`src/sv/swtq_pkg.sv`:
```
package swtq_pkg;

	// field widths
	localparam int OP_W    = 2;
	localparam int ID_W    = 16;
	localparam int TICK_W  = 48;
	localparam int ST_W    = 3;
	localparam int ENTRY_W = ID_W + TICK_W;

	// defaults and limits
	localparam int QUEUE_DEPTH_DEF = 32;
	localparam int MAX_RESULTS     = 32;

	// opcodes
	localparam logic [OP_W-1:0] OP_INSERT = 2'd0;
	localparam logic [OP_W-1:0] OP_REMOVE = 2'd1;
	localparam logic [OP_W-1:0] OP_TICK   = 2'd2;

	// result status codes
	localparam logic [ST_W-1:0] ST_WOKEN       = 3'd0;
	localparam logic [ST_W-1:0] ST_QUEUED      = 3'd1;
	localparam logic [ST_W-1:0] ST_ALREADY_DUE = 3'd2;
	localparam logic [ST_W-1:0] ST_FULL        = 3'd3;
	localparam logic [ST_W-1:0] ST_REMOVED     = 3'd4;
	localparam logic [ST_W-1:0] ST_NOT_FOUND   = 3'd5;
	localparam logic [ST_W-1:0] ST_NOTHING_DUE = 3'd6;

	// read address select, relative to the scan index
	localparam logic [1:0] RD_AT_IDX = 2'd0;
	localparam logic [1:0] RD_BELOW  = 2'd1;
	localparam logic [1:0] RD_ABOVE  = 2'd2;

	// write data select
	localparam logic WR_NEW  = 1'b0;
	localparam logic WR_MOVE = 1'b1;

	// output id select
	localparam logic [1:0] ID_REQ  = 2'd0;
	localparam logic [1:0] ID_ZERO = 2'd1;
	localparam logic [1:0] ID_RD   = 2'd2;

	// controller to datapath
	typedef struct packed {
		logic            cap_req;
		logic            idx_clr;
		logic            idx_load_cnt;
		logic            idx_inc;
		logic            idx_dec;
		logic            rd_en;
		logic [1:0]      rd_sel;
		logic            wr_en;
		logic            wr_sel;
		logic            cnt_inc;
		logic            cnt_dec;
		logic            pops_save;
		logic            pop_commit;
		logic            out_load;
		logic [ST_W-1:0] out_status;
		logic [1:0]      out_id_sel;
		logic            out_last;
	} swtq_cmd_t;

	// datapath to controller
	typedef struct packed {
		logic [OP_W-1:0] op;
		logic            cnt_zero;
		logic            full;
		logic            ins_due;
		logic            idx_zero;
		logic            idx_one;
		logic            idx_last;
		logic            idx_lim;
		logic            rd_after;
		logic            rd_match;
		logic            rd_due;
		logic            out_free;
	} swtq_sts_t;

endpackage

```
`src/sv/sorted_wakeup_timer_queue_unit.sv`:
```
// channel  direction  handshake            payload
// in       into       in_valid / in_stall  opcode, thread_id, wake_time, now
// out      out of     out_valid / out_stall status, woken_id, last
//
// one request at a time; entries sit in a ring in one memory with a registered
// read port, so each entry visited takes a read, then a compare or move.
// insert moves later entries up one by one before it writes the new entry;
// remove searches forward, then moves the entries behind the match down;
// tick checks entries from the head, then emits one result per woken id.
// reset clears head, count, scan index, pop count, state and result valid,
// not the stored entries.
// in_stall is high while busy; out_stall holds the result register, and the
// sequencer waits in its output states until that register frees.
module sorted_wakeup_timer_queue_unit #(
	parameter int QUEUE_DEPTH = swtq_pkg::QUEUE_DEPTH_DEF
) (
	input  logic                        clk,
	input  logic                        arst_n,
	input  logic                        in_valid,
	output logic                        in_stall,
	input  logic [swtq_pkg::OP_W-1:0]   opcode,
	input  logic [swtq_pkg::ID_W-1:0]   thread_id,
	input  logic [swtq_pkg::TICK_W-1:0] wake_time,
	input  logic [swtq_pkg::TICK_W-1:0] now,
	output logic                        out_valid,
	input  logic                        out_stall,
	output logic [swtq_pkg::ST_W-1:0]   status,
	output logic [swtq_pkg::ID_W-1:0]   woken_id,
	output logic                        last
);

	swtq_pkg::swtq_cmd_t cmd;
	swtq_pkg::swtq_sts_t sts;
	logic                busy;

	// sequencer
	swtq_ctrl u_ctrl (
		.clk     (clk),
		.arst_n  (arst_n),
		.in_valid(in_valid),
		.sts     (sts),
		.cmd     (cmd),
		.busy    (busy)
	);

	// queue store and result register
	swtq_dp #(
		.QUEUE_DEPTH(QUEUE_DEPTH)
	) u_dp (
		.clk      (clk),
		.arst_n   (arst_n),
		.opcode   (opcode),
		.thread_id(thread_id),
		.wake_time(wake_time),
		.now      (now),
		.out_stall(out_stall),
		.out_valid(out_valid),
		.status   (status),
		.woken_id (woken_id),
		.last     (last),
		.cmd      (cmd),
		.sts      (sts)
	);

	assign in_stall = busy;

`ifndef ASSERT_OFF
	// a result is never loaded over one still waiting
	a_load_free: assert property (@(posedge clk) disable iff (!arst_n)
		cmd.out_load |-> sts.out_free)
		else $error("result register overwritten");

	// no insert grows a full queue
	a_no_overfill: assert property (@(posedge clk) disable iff (!arst_n)
		cmd.cnt_inc |-> !sts.full)
		else $error("insert into full queue");

	// an accepted request makes the block busy next cycle
	a_busy_after_req: assert property (@(posedge clk) disable iff (!arst_n)
		(in_valid && !in_stall) |=> in_stall)
		else $error("request accepted without going busy");

	// popped entries retire only with the final woken result
	a_pop_with_last: assert property (@(posedge clk) disable iff (!arst_n)
		cmd.pop_commit |-> (cmd.out_load && cmd.out_last))
		else $error("pop committed without final result");
`endif

endmodule

```
`src/sv/swtq_ram.sv`:
```
module swtq_ram #(
	parameter int WIDTH = 64,
	parameter int DEPTH = 32
) (
	input  logic                     clk,
	input  logic                     wr_en,
	input  logic [$clog2(DEPTH)-1:0] wr_addr,
	input  logic [WIDTH-1:0]         wr_data,
	input  logic                     rd_en,
	input  logic [$clog2(DEPTH)-1:0] rd_addr,
	output logic [WIDTH-1:0]         rd_data
);

	logic [WIDTH-1:0] mem_q [DEPTH];

	// one write port, one registered read port
	always_ff @(posedge clk) begin
		if (wr_en) begin
			mem_q[wr_addr] <= wr_data;
		end
		if (rd_en) begin
			rd_data <= mem_q[rd_addr];
		end
	end

endmodule

```
`src/sv/swtq_ctrl.sv`:
```
module swtq_ctrl (
	input  logic                clk,
	input  logic                arst_n,
	input  logic                in_valid,
	input  swtq_pkg::swtq_sts_t sts,
	output swtq_pkg::swtq_cmd_t cmd,
	output logic                busy
);

	localparam logic [3:0] S_IDLE      = 4'd0;
	localparam logic [3:0] S_DECODE    = 4'd1;
	localparam logic [3:0] S_RESP      = 4'd2;
	localparam logic [3:0] S_INS_RD    = 4'd3;
	localparam logic [3:0] S_INS_CMP   = 4'd4;
	localparam logic [3:0] S_REM_RD    = 4'd5;
	localparam logic [3:0] S_REM_CMP   = 4'd6;
	localparam logic [3:0] S_REM_SRD   = 4'd7;
	localparam logic [3:0] S_REM_SWR   = 4'd8;
	localparam logic [3:0] S_TICK_RD   = 4'd9;
	localparam logic [3:0] S_TICK_CMP  = 4'd10;
	localparam logic [3:0] S_TICK_ERD  = 4'd11;
	localparam logic [3:0] S_TICK_EOUT = 4'd12;

	logic [3:0]                state_q, state_d;
	logic [swtq_pkg::ST_W-1:0] res_q, res_d;

	// state and pending single result
	always_ff @(posedge clk or negedge arst_n) begin
		if (!arst_n) begin
			state_q <= S_IDLE;
			res_q   <= swtq_pkg::ST_QUEUED;
		end else begin
			state_q <= state_d;
			res_q   <= res_d;
		end
	end

	assign busy = (state_q != S_IDLE);

	// next state and commands
	always_comb begin
		cmd     = '0;
		state_d = state_q;
		res_d   = res_q;
		case (state_q)
			S_IDLE: begin
				if (in_valid) begin
					cmd.cap_req = 1'b1;
					state_d     = S_DECODE;
				end
			end
			S_DECODE: begin
				case (sts.op)
					swtq_pkg::OP_INSERT: begin
						if (sts.ins_due) begin
							res_d   = swtq_pkg::ST_ALREADY_DUE;
							state_d = S_RESP;
						end else if (sts.full) begin
							res_d   = swtq_pkg::ST_FULL;
							state_d = S_RESP;
						end else begin
							cmd.idx_load_cnt = 1'b1;
							state_d          = S_INS_RD;
						end
					end
					swtq_pkg::OP_REMOVE: begin
						if (sts.cnt_zero) begin
							res_d   = swtq_pkg::ST_NOT_FOUND;
							state_d = S_RESP;
						end else begin
							cmd.idx_clr = 1'b1;
							state_d     = S_REM_RD;
						end
					end
					swtq_pkg::OP_TICK: begin
						if (sts.cnt_zero) begin
							res_d   = swtq_pkg::ST_NOTHING_DUE;
							state_d = S_RESP;
						end else begin
							cmd.idx_clr = 1'b1;
							state_d     = S_TICK_RD;
						end
					end
					default: begin
						// unused opcode: no result
						state_d = S_IDLE;
					end
				endcase
			end
			S_RESP: begin
				if (sts.out_free) begin
					cmd.out_load   = 1'b1;
					cmd.out_status = res_q;
					cmd.out_id_sel = (res_q == swtq_pkg::ST_NOTHING_DUE) ?
						swtq_pkg::ID_ZERO : swtq_pkg::ID_REQ;
					cmd.out_last   = 1'b1;
					state_d        = S_IDLE;
				end
			end
			// insert: walk back from the tail, moving later entries up
			S_INS_RD: begin
				if (sts.idx_zero) begin
					cmd.wr_en   = 1'b1;
					cmd.wr_sel  = swtq_pkg::WR_NEW;
					cmd.cnt_inc = 1'b1;
					res_d       = swtq_pkg::ST_QUEUED;
					state_d     = S_RESP;
				end else begin
					cmd.rd_en  = 1'b1;
					cmd.rd_sel = swtq_pkg::RD_BELOW;
					state_d    = S_INS_CMP;
				end
			end
			S_INS_CMP: begin
				cmd.wr_en = 1'b1;
				if (sts.rd_after) begin
					cmd.wr_sel  = swtq_pkg::WR_MOVE;
					cmd.idx_dec = 1'b1;
					state_d     = S_INS_RD;
				end else begin
					cmd.wr_sel  = swtq_pkg::WR_NEW;
					cmd.cnt_inc = 1'b1;
					res_d       = swtq_pkg::ST_QUEUED;
					state_d     = S_RESP;
				end
			end
			// remove: search forward, then close the gap
			S_REM_RD: begin
				cmd.rd_en  = 1'b1;
				cmd.rd_sel = swtq_pkg::RD_AT_IDX;
				state_d    = S_REM_CMP;
			end
			S_REM_CMP: begin
				if (sts.rd_match) begin
					state_d = S_REM_SRD;
				end else if (sts.idx_last) begin
					res_d   = swtq_pkg::ST_NOT_FOUND;
					state_d = S_RESP;
				end else begin
					cmd.idx_inc = 1'b1;
					state_d     = S_REM_RD;
				end
			end
			S_REM_SRD: begin
				if (sts.idx_last) begin
					cmd.cnt_dec = 1'b1;
					res_d       = swtq_pkg::ST_REMOVED;
					state_d     = S_RESP;
				end else begin
					cmd.rd_en  = 1'b1;
					cmd.rd_sel = swtq_pkg::RD_ABOVE;
					state_d    = S_REM_SWR;
				end
			end
			S_REM_SWR: begin
				cmd.wr_en   = 1'b1;
				cmd.wr_sel  = swtq_pkg::WR_MOVE;
				cmd.idx_inc = 1'b1;
				state_d     = S_REM_SRD;
			end
			// tick: count due entries from the head
			S_TICK_RD: begin
				cmd.rd_en  = 1'b1;
				cmd.rd_sel = swtq_pkg::RD_AT_IDX;
				state_d    = S_TICK_CMP;
			end
			S_TICK_CMP: begin
				if (sts.rd_due) begin
					cmd.idx_inc = 1'b1;
					if (sts.idx_last || sts.idx_lim) begin
						cmd.pops_save = 1'b1;
						state_d       = S_TICK_ERD;
					end else begin
						state_d = S_TICK_RD;
					end
				end else if (sts.idx_zero) begin
					res_d   = swtq_pkg::ST_NOTHING_DUE;
					state_d = S_RESP;
				end else begin
					cmd.pops_save = 1'b1;
					state_d       = S_TICK_ERD;
				end
			end
			// tick: emit popped ids, latest first
			S_TICK_ERD: begin
				cmd.rd_en  = 1'b1;
				cmd.rd_sel = swtq_pkg::RD_BELOW;
				state_d    = S_TICK_EOUT;
			end
			S_TICK_EOUT: begin
				if (sts.out_free) begin
					cmd.out_load   = 1'b1;
					cmd.out_status = swtq_pkg::ST_WOKEN;
					cmd.out_id_sel = swtq_pkg::ID_RD;
					cmd.out_last   = sts.idx_one;
					cmd.idx_dec    = 1'b1;
					if (sts.idx_one) begin
						cmd.pop_commit = 1'b1;
						state_d        = S_IDLE;
					end else begin
						state_d = S_TICK_ERD;
					end
				end
			end
			default: begin
				state_d = S_IDLE;
			end
		endcase
	end

endmodule

```
`src/sv/swtq_dp.sv`:
```
module swtq_dp #(
	parameter int QUEUE_DEPTH = swtq_pkg::QUEUE_DEPTH_DEF
) (
	input  logic                          clk,
	input  logic                          arst_n,
	input  logic [swtq_pkg::OP_W-1:0]     opcode,
	input  logic [swtq_pkg::ID_W-1:0]     thread_id,
	input  logic [swtq_pkg::TICK_W-1:0]   wake_time,
	input  logic [swtq_pkg::TICK_W-1:0]   now,
	input  logic                          out_stall,
	output logic                          out_valid,
	output logic [swtq_pkg::ST_W-1:0]     status,
	output logic [swtq_pkg::ID_W-1:0]     woken_id,
	output logic                          last,
	input  swtq_pkg::swtq_cmd_t           cmd,
	output swtq_pkg::swtq_sts_t           sts
);

	localparam int AW   = $clog2(QUEUE_DEPTH);
	localparam int RD   = 1 << AW;
	localparam int CW   = $clog2(QUEUE_DEPTH + 1);
	localparam int LIMV = (swtq_pkg::MAX_RESULTS < QUEUE_DEPTH) ?
		swtq_pkg::MAX_RESULTS : QUEUE_DEPTH;
	localparam logic [CW-1:0] CNT_FULL = CW'(QUEUE_DEPTH);
	localparam logic [CW:0]   POP_LIM  = (CW + 1)'(LIMV);

	// request registers
	logic [swtq_pkg::OP_W-1:0]   op_q;
	logic [swtq_pkg::ID_W-1:0]   id_q;
	logic [swtq_pkg::TICK_W-1:0] wake_q;
	logic [swtq_pkg::TICK_W-1:0] now_q;

	// queue bookkeeping
	logic [AW-1:0] head_q;
	logic [CW-1:0] count_q;
	logic [CW-1:0] idx_q, idx_d;
	logic [CW-1:0] pops_q;

	// memory ports
	logic                           wr_en;
	logic [AW-1:0]                  wr_addr;
	logic [swtq_pkg::ENTRY_W-1:0]   wr_data;
	logic [AW-1:0]                  rd_addr;
	logic [swtq_pkg::ENTRY_W-1:0]   rd_data;
	logic [swtq_pkg::ID_W-1:0]      rd_id;
	logic [swtq_pkg::TICK_W-1:0]    rd_wake;
	logic [AW-1:0]                  idx_addr;

	// output register
	logic                        out_valid_q;
	logic [swtq_pkg::ST_W-1:0]   status_q;
	logic [swtq_pkg::ID_W-1:0]   woken_id_q;
	logic                        last_q;
	logic [swtq_pkg::ID_W-1:0]   out_id;

	// capture the request
	always_ff @(posedge clk) begin
		if (cmd.cap_req) begin
			op_q   <= opcode;
			id_q   <= thread_id;
			wake_q <= wake_time;
			now_q  <= now;
		end
	end

	// next scan index
	always_comb begin
		if (cmd.idx_clr) begin
			idx_d = '0;
		end else if (cmd.idx_load_cnt) begin
			idx_d = count_q;
		end else if (cmd.idx_inc) begin
			idx_d = idx_q + CW'(1);
		end else if (cmd.idx_dec) begin
			idx_d = idx_q - CW'(1);
		end else begin
			idx_d = idx_q;
		end
	end

	// head, count, index and pop count
	always_ff @(posedge clk or negedge arst_n) begin
		if (!arst_n) begin
			head_q  <= '0;
			count_q <= '0;
			idx_q   <= '0;
			pops_q  <= '0;
		end else begin
			idx_q <= idx_d;
			if (cmd.pops_save) begin
				pops_q <= idx_d;
			end
			if (cmd.pop_commit) begin
				head_q  <= head_q + pops_q[AW-1:0];
				count_q <= count_q - pops_q;
			end else if (cmd.cnt_inc) begin
				count_q <= count_q + CW'(1);
			end else if (cmd.cnt_dec) begin
				count_q <= count_q - CW'(1);
			end
		end
	end

	// ring addressing from the head
	assign idx_addr = head_q + idx_q[AW-1:0];

	always_comb begin
		case (cmd.rd_sel)
			swtq_pkg::RD_AT_IDX: rd_addr = idx_addr;
			swtq_pkg::RD_BELOW:  rd_addr = idx_addr - AW'(1);
			swtq_pkg::RD_ABOVE:  rd_addr = idx_addr + AW'(1);
			default:             rd_addr = idx_addr;
		endcase
	end

	assign wr_en   = cmd.wr_en;
	assign wr_addr = idx_addr;
	assign wr_data = (cmd.wr_sel == swtq_pkg::WR_MOVE) ? rd_data : {id_q, wake_q};

	swtq_ram #(
		.WIDTH(swtq_pkg::ENTRY_W),
		.DEPTH(RD)
	) u_ram (
		.clk    (clk),
		.wr_en  (wr_en),
		.wr_addr(wr_addr),
		.wr_data(wr_data),
		.rd_en  (cmd.rd_en),
		.rd_addr(rd_addr),
		.rd_data(rd_data)
	);

	assign rd_id   = rd_data[swtq_pkg::ENTRY_W-1:swtq_pkg::TICK_W];
	assign rd_wake = rd_data[swtq_pkg::TICK_W-1:0];

	// status flags
	assign sts.op       = op_q;
	assign sts.cnt_zero = (count_q == '0);
	assign sts.full     = (count_q == CNT_FULL);
	assign sts.ins_due  = (wake_q <= now_q);
	assign sts.idx_zero = (idx_q == '0);
	assign sts.idx_one  = (idx_q == CW'(1));
	assign sts.idx_last = (({1'b0, idx_q} + (CW + 1)'(1)) == {1'b0, count_q});
	assign sts.idx_lim  = (({1'b0, idx_q} + (CW + 1)'(1)) == POP_LIM);
	assign sts.rd_after = (rd_wake > wake_q);
	assign sts.rd_match = (rd_id == id_q);
	assign sts.rd_due   = (rd_wake <= now_q);
	assign sts.out_free = !out_valid_q || !out_stall;

	// result id select
	always_comb begin
		case (cmd.out_id_sel)
			swtq_pkg::ID_REQ:  out_id = id_q;
			swtq_pkg::ID_ZERO: out_id = '0;
			swtq_pkg::ID_RD:   out_id = rd_id;
			default:           out_id = id_q;
		endcase
	end

	// output register valid
	always_ff @(posedge clk or negedge arst_n) begin
		if (!arst_n) begin
			out_valid_q <= 1'b0;
		end else if (cmd.out_load) begin
			out_valid_q <= 1'b1;
		end else if (!out_stall) begin
			out_valid_q <= 1'b0;
		end
	end

	// output register payload
	always_ff @(posedge clk) begin
		if (cmd.out_load) begin
			status_q   <= cmd.out_status;
			woken_id_q <= out_id;
			last_q     <= cmd.out_last;
		end
	end

	assign out_valid = out_valid_q;
	assign status    = status_q;
	assign woken_id  = woken_id_q;
	assign last      = last_q;

endmodule

```
`config.mk`:
```
export PLATFORM = sky130hd
export DESIGN_NAME = sorted_wakeup_timer_queue_unit
export DESIGN_NICKNAME = d
export VERILOG_FILES = /design/src/sv/swtq_pkg.sv /design/src/sv/sorted_wakeup_timer_queue_unit.sv /design/src/sv/swtq_ram.sv /design/src/sv/swtq_ctrl.sv /design/src/sv/swtq_dp.sv
export SDC_FILE = /design/constraint.sdc
export NUM_CORES = 2
export LEC_CHECK = 0
export ABC_AREA = 1
export BUFFER_PORTS_ARGS = -buffer_cell sky130_fd_sc_hd__buf_2
export CAP_MARGIN = 20
export CORE_MARGIN = 8
export CORE_UTILIZATION = 45
export CTS_CLUSTER_DIAMETER = 80
export CTS_CLUSTER_SIZE = 10
export DETAILED_ROUTE_END_ITERATION = 8
export PLACE_DENSITY = 0.61
export SYNTH_ARGS = -nofsm -noshare
export SYNTH_HDL_FRONTEND = slang
export SYNTH_SLANG_ARGS = --single-unit
```
`constraint.sdc`:
```
create_clock -name clk -period 8 [get_ports clk]
set_input_delay 0.4 -clock clk [delete_from_list [all_inputs] [get_ports clk]]
set_output_delay 0.4 -clock clk [all_outputs]
set_load 0.1 [all_outputs]
```
======== Yosys cells after proc, flatten, opt, wreduce, memory -nomap -nowiden ========
Memories as Yosys holds them, arrays and structs flattened. A register that Yosys moved wholly into a read port is not among the register bits.
Index checks and enable logic that the tools add are counted.
operators by class
  add/subtract/negate cells ............... 10
  order comparisons ....................... 3
  equal/unequal tests ..................... 39
  muxes and demuxes ....................... 79
  reduce and logical (&&, ||, !) cells .... 15
operators by type and width
  kind                   number
  $le A48 B48 Y1         2
  $mux W64               1
  $pmux W4 S13           1
  $mux W3                17
  $gt A48 B48 Y1         1
  $mux W6                7
  $mux W4                9
  $pmux W16 S2           1
  $mux W1                29
  $eq A4 B4 Y1 const B   5
  $pmux W3 S6            1
  $eq A16 B16 Y1         1
  $eq A4 B3 Y1 const B   4
  $ne A2 B2 Y1 const B   8
  $pmux W7 S2            1
  $add A6 B1 Y6 const B  2
  $logic_not A6 Y1       2
  $pmux W3 S4            1
  $pmux W4 S3            1
  $reduce_and A12 Y1     1
  $sub A6 B1 Y6 const B  2
  $add A5 B5 Y5          2
  $pmux W5 S2            1
  $pmux W3 S3            1
  31 further kinds       45
storage, ports and cells
  register bits ........................... 165
  RAM bits ................................ 2,048
  input bits .............................. 118
  memories kept ........................... 1
memories
  name              depth  width  rd ports  clocked after memory_dff  write ports  line            source
  u_dp.u_ram.mem_q  32     64     1         1                         1            swtq_ram.sv:14  logic [WIDTH-1:0] mem_q [DEPTH];

======== Longest topological paths before layout ========
  depth after elaboration ................. 8
  mapped depth ............................ 26

======== Hierarchy ========
From an unflattened synthesis, not the netlist that was laid out.
unflattened totals
  cell total of the unflattened synthesis .. 8,159
  area total of the unflattened synthesis .. 95,396.5 um^2
by module, submodules not included
  module     times used  cells an instance  area an instance (um^2)  sequential area each (um^2)
  swtq_ram   1           6,768              83,662.7                 63,420.8
  swtq_dp    1           1,213              10,786.6                 4,624.4
  swtq_ctrl  1           178                947.2                    176.4

======== Worst setup path before layout ========
OpenSTA, ideal clock, no wires.
  path type ............................... reg-to-reg
  from .................................... register u_ctrl.state_q[3]
  to ...................................... register u_dp.id_q[0] (netlist bit) (enable)
  arrival time ............................ 6,029 ps
  slack ................................... 1,384 ps
  cell stages (with the launch flop) ...... 6
  path buffers ............................ 0
  clock period less this slack ............ 6,616 ps
  path through ............................ dfrtp_1 nor2_1 inv_1 nor2_1 inv_1 nor2_1
RTL lines
  what                      line             source
  start: declaration        swtq_ctrl.sv:24  logic [3:0] state_q, state_d;
  start signal: assignment  swtq_ctrl.sv:33  state_q <= state_d;
  end signal: assignment    swtq_dp.sv:60    id_q <= thread_id;
  end: declaration          swtq_dp.sv:29    logic [swtq_pkg::ID_W-1:0] id_q;

======== Worst setup path in the final report ========
  from .................................... register u_dp.idx_q[0]
  to ...................................... register u_dp.u_ram.rd_data[30] (read register of u_dp.u_ram.mem_q), data pin
between the ends
  cells in the longest elaborated chain, start to end .. 6
  elaborated cells between the ends (all ways) .. 12
  those cells by class .................... add/sub (4); eq/ne (3); mux (4); reduce/logical (1)
RTL lines
  what                                                 line              source
  start: declaration                                   swtq_dp.sv:36     logic [CW-1:0] idx_q, idx_d;
  start signal: assignment                             swtq_dp.sv:89     idx_q <= idx_d;
  $add A6 B1 Y7                                        swtq_dp.sv:143    assign sts.idx_last = (({1'b0, idx_q} + (CW + 1)'(1)) == {1'b0, count_q});
  $eq A7 B6 Y1                                         swtq_dp.sv:143
  $mux W3                                              swtq_ctrl.sv:145  if (sts.idx_last) begin
  $pmux W3 S4                                          swtq_ctrl.sv:45   case (state_q)
  $eq A2 B2 Y1 / $eq A2 B1 Y1 (equally long branches)  swtq_dp.sv:108    case (cmd.rd_sel)
  $pmux W5 S2                                          swtq_dp.sv:108
  end: declaration                                     swtq_ram.sv:11    output logic [WIDTH-1:0] rd_data
Several ways; a longest one is shown, not always the timed one.
A chain may end at the register's enable or synchronous reset.

==> impl_metrics.csv <==
group,metric,value,unit
critical_path,path_max_fanout,182,
synthesis,yosysWarningCount,0,
floorplanning,core,205000,sq um
floorplanning,ios,140,
critical_path,rrSetupSlack,1.66,ns
place,gp_congestion,0.795,
place,port_buffers,139,
global_route,grt_max_degree,207,
critical_path,cpMaxStageDelayCell,"clkinv_8",
worst_hold_path,min_path_type,"primary input to async pin",
timing,period_needed,6.34,ns
critical_path,crit_path_end_kind,"flip-flop",
power,powerDensity,428,nW/um^2
synthesis,synthFlopType,"edfxtp_1",
timing,worstMarginPinSlew,1.19,ns
cells_and_area,final_nets,7460,
place,numPlacedInstances,9445,
synthesis,ys_seq_area_share,73.5,%
synthesis,synth_nets,7207,
clock_network,post_cts_resized,0,
timing,setup_viol,0,
cells_and_area,layout_common_cells,"2246 x edfxtp_1, 1121 x nor2_1, 1080 x o21ai_0, 512 x o221ai_1, 317 x nand2_1",
cells_and_area,layout_commonest_cell,"edfxtp_1",
global_route,overflow,0,
critical_path,critical_path_required,8.60,ns
detailed_routing,via_per_inst,6.15,
clock_network,numCtsBuffers,281,
timing,fmax,0.158,GHz
cells_and_area,multi_input_comb_area,22000,sq um
clock_network,clkTransAtPathRegs,0.06,ns
timing,final_max_slew_viol_count,0,
cells_and_area,nFillCells,17000,
timing,period_share,79.3,%
synthesis,synth-seq-cells,2277,
detailed_routing,routedWlPerCell,27.4,um
timing,tns,0,ns
cells_and_area,area_growth,13.8,%
cells_and_area,final_cell_count_no_fill,9887,
detailed_routing,routed_wl,270,mm
clock_network,clockBufferDepth,4,
critical_path,slowest_delay,0.92,ns
detailed_routing,ant_nets,0,
synthesis,synth_edf_count,2246,
flow_run,drv_cap,0,
synthesis,avgSynthCellArea,13.4,sq um
floorplanning,die_area,221000,sq um
critical_path,reg2reg_to,"u_dp.u_ram.rd_data[30]",
timing,rsz0062_at_grt,"no",
critical_path,startpoint,"u_dp.idx_q[0]",
global_route,grt_pass1_wl,392,mm
synthesis,synth_area,92800,sq um
critical_path,crit_type,"flip-flop to flip-flop",
cells_and_area,seq_area,68200,sq um
clock_network,clock-root-buffer,"clkbuf_16",
detailed_routing,drt-pass1-iter-count,6,
detailed_routing,via_count,60800,
synthesis,syn_inst,6914,
global_route,track_usage,23.5,%
floorplanning,die_w,470,um
floorplanning,start_util,45.3,%
timing,finClkSkew,0.0653,ns
outcome,status,"completed",
power,max-vdd-ir-drop,0.507,mV
global_route,grt_pass1_vias,58700,
critical_path,ff2ff_path_depth,19,
timing,final-hold-violation-count,0,
clock_network,post_cts_buffers,0,
detailed_routing,initialDrtViolationCount,7801,
cells_and_area,layout-drive-gt1-share,9.49,%
clock_network,cts_tree,"built",
floorplanning,core.rowCount,166,
critical_path,cp-endpoint,"u_dp.u_ram.rd_data[30]",
synthesis,synthArstFlopShare,1.36,%
synthesis,synthDistinctLibCells,46,
timing,slew_headroom,20.8,%
critical_path,cp.arrival,6.95,ns
critical_path,worstReg2RegStart,"u_dp.idx_q[0]",
power,leakage,34.9,nW
clock_network,clkLatencyLatePin,0.92,ns
critical_path,start_kind,"flip-flop",
floorplanning,die_h,470,um
critical_path,cp_cell_sequence,"inv_1, ha_1, xor2_1, nor2_1, nand4_1, nor2_1, nand3_2, nand2_1, inv_1, ha_1, fa_1, o21ai_4, clkinv_8, buf_4, o21ai_0, o221ai_1, nand3_1, and3_1, a31oi_1",
place,hpwl,131,mm
global_route,antenna_found_initial,5,
clock_network,htree_levels,5,
detailed_routing,drc,0,
clock_network,clock_sinks,2277,
sequential cells by signal, indices dropped and copies added, names as in the netlist:
register and cells:
u_dp.op_q 2, u_dp.out_valid 1, u_dp.head_q 5, u_ctrl.res_q 3
u_dp.pops_q 6, u_dp.id_q 16, u_dp.now_q 48, u_dp.last 1
u_dp.status 3, u_dp.idx_q 6, u_dp.woken_id 16, u_dp.count_q 6
u_dp.u_ram.rd_data 64, u_dp.u_ram.mem_q 2048, u_ctrl.state_q 4, u_dp.wake_q 48
power breakdown:
group          leakage, nW  internal (mW)  switching [mW]  total (mW)
combinational         10.6           4.92            13.1        18.1
sequential            20.6           15.7           0.514        16.3
clock                 3.64           6.43            4.47        10.9
metal layers:
| metal | global-route usage, % | vias to the layer above | routed length [um] |
|---|---|---|---|
| li1 | - | 26600 | - |
| met1 | 31.9 | 30500 | 109000 |
| met2 | 37.4 | 3093 | 125000 |
| met3 | 5.22 | 613 | 27000 |
| met4 | 8.39 | 2 | 10200 |
| met5 | 0 | - | 13 |
timing repair:
item / 4_1_cts / 5_1_grt
hold buffers: 117 / 0
endpoints found under the hold margin: 160 / 0
endpoints found under the setup margin: 0 / 0
worst max-delay path: cells and delay by family, from the launching register on:
family,cells,cell delay (ns)
xor gates and xnor gates,1,0.17
AOI/OAI and AO/OA,4,1.24
and+or+nand+nor,7,0.91
adders and majority gates,3,1.16
DFF,1,0.49
buffers and inverters,4,1.87
layout make-up:
class / count / share of cell area (%)
diodes: 1 / 0.00237
clock buffers: 300 / 6.87
clock inverters: 14 / 0.167
inverters: 228 / 0.851
multi-input cells: 3951 / 20.9
flip-flops and latches: 2277 / 64.6
well taps: 2688 / 3.19
repair buffers: 428 / 3.41
synthesized netlist by cell type (12+ instances only):
library cell	n	share of area, %
a21oi_1	84	0.45
a31oi_1	66	0.45
and3_1	54	0.36
buf_2	160	0.86
buf_4	24	0.19
clkbuf_1	270	1.1
dfrtp_1	30	0.81
edfxtp_1	2246	73
ha_1	171	2.3
inv_1	220	0.89
nand2_1	318	1.3
nand3_1	309	1.7
nand4_1	20	0.13
nor2_1	1155	4.7
nor3_1	12	0.065
o21ai_0	1144	6.2
o221ai_1	512	4.8
xnor2_1	22	0.21
xor2_1	14	0.13
per-stage QoR:
step	total power, mW	cell area, sq um	hold slack, ns	setup slack [ns]	util (%)
after floorplan	28.1	92800	0.104	1.38	-
after global placement	33.9	96800	0.468	1.83	47.2
after detailed placement	34.3	96800	0.475	1.76	47.3
after CTS	45.2	105000	0.127	1.75	51.5
after global routing	47.5	106000	0.158	1.26	51.5
final	45.2	106000	0.141	1.66	51.5
how the worst min path moves through the flow:
stage	startpoint	to	slack, ns	cells past startpoint
detailed placement	u_dp.pops_q[5]	u_dp.pops_q[5]	0.48	2
floorplan	arst_n	u_ctrl.res_q[1]	0.10	0
finish	arst_n	u_dp.count_q[3]	0.14	2
global route	wake_time[44]	u_dp.wake_q[44]	0.16	2
global placement	u_dp.pops_q[5]	u_dp.pops_q[5]	0.47	2
CTS	thread_id[9]	u_dp.id_q[9]	0.13	2
cells by family after synthesis:
| kind of cell | synth area share [%] |
|---|---|
| compound gates | 12.2 |
| xor+xnor | 0.375 |
| fa+ha+maj | 2.39 |
| buf+inv | 3.09 |
| flops | 73.5 |
| simple gates | 8.35 |
Note: power is estimated with default switching activity, not from simulation.
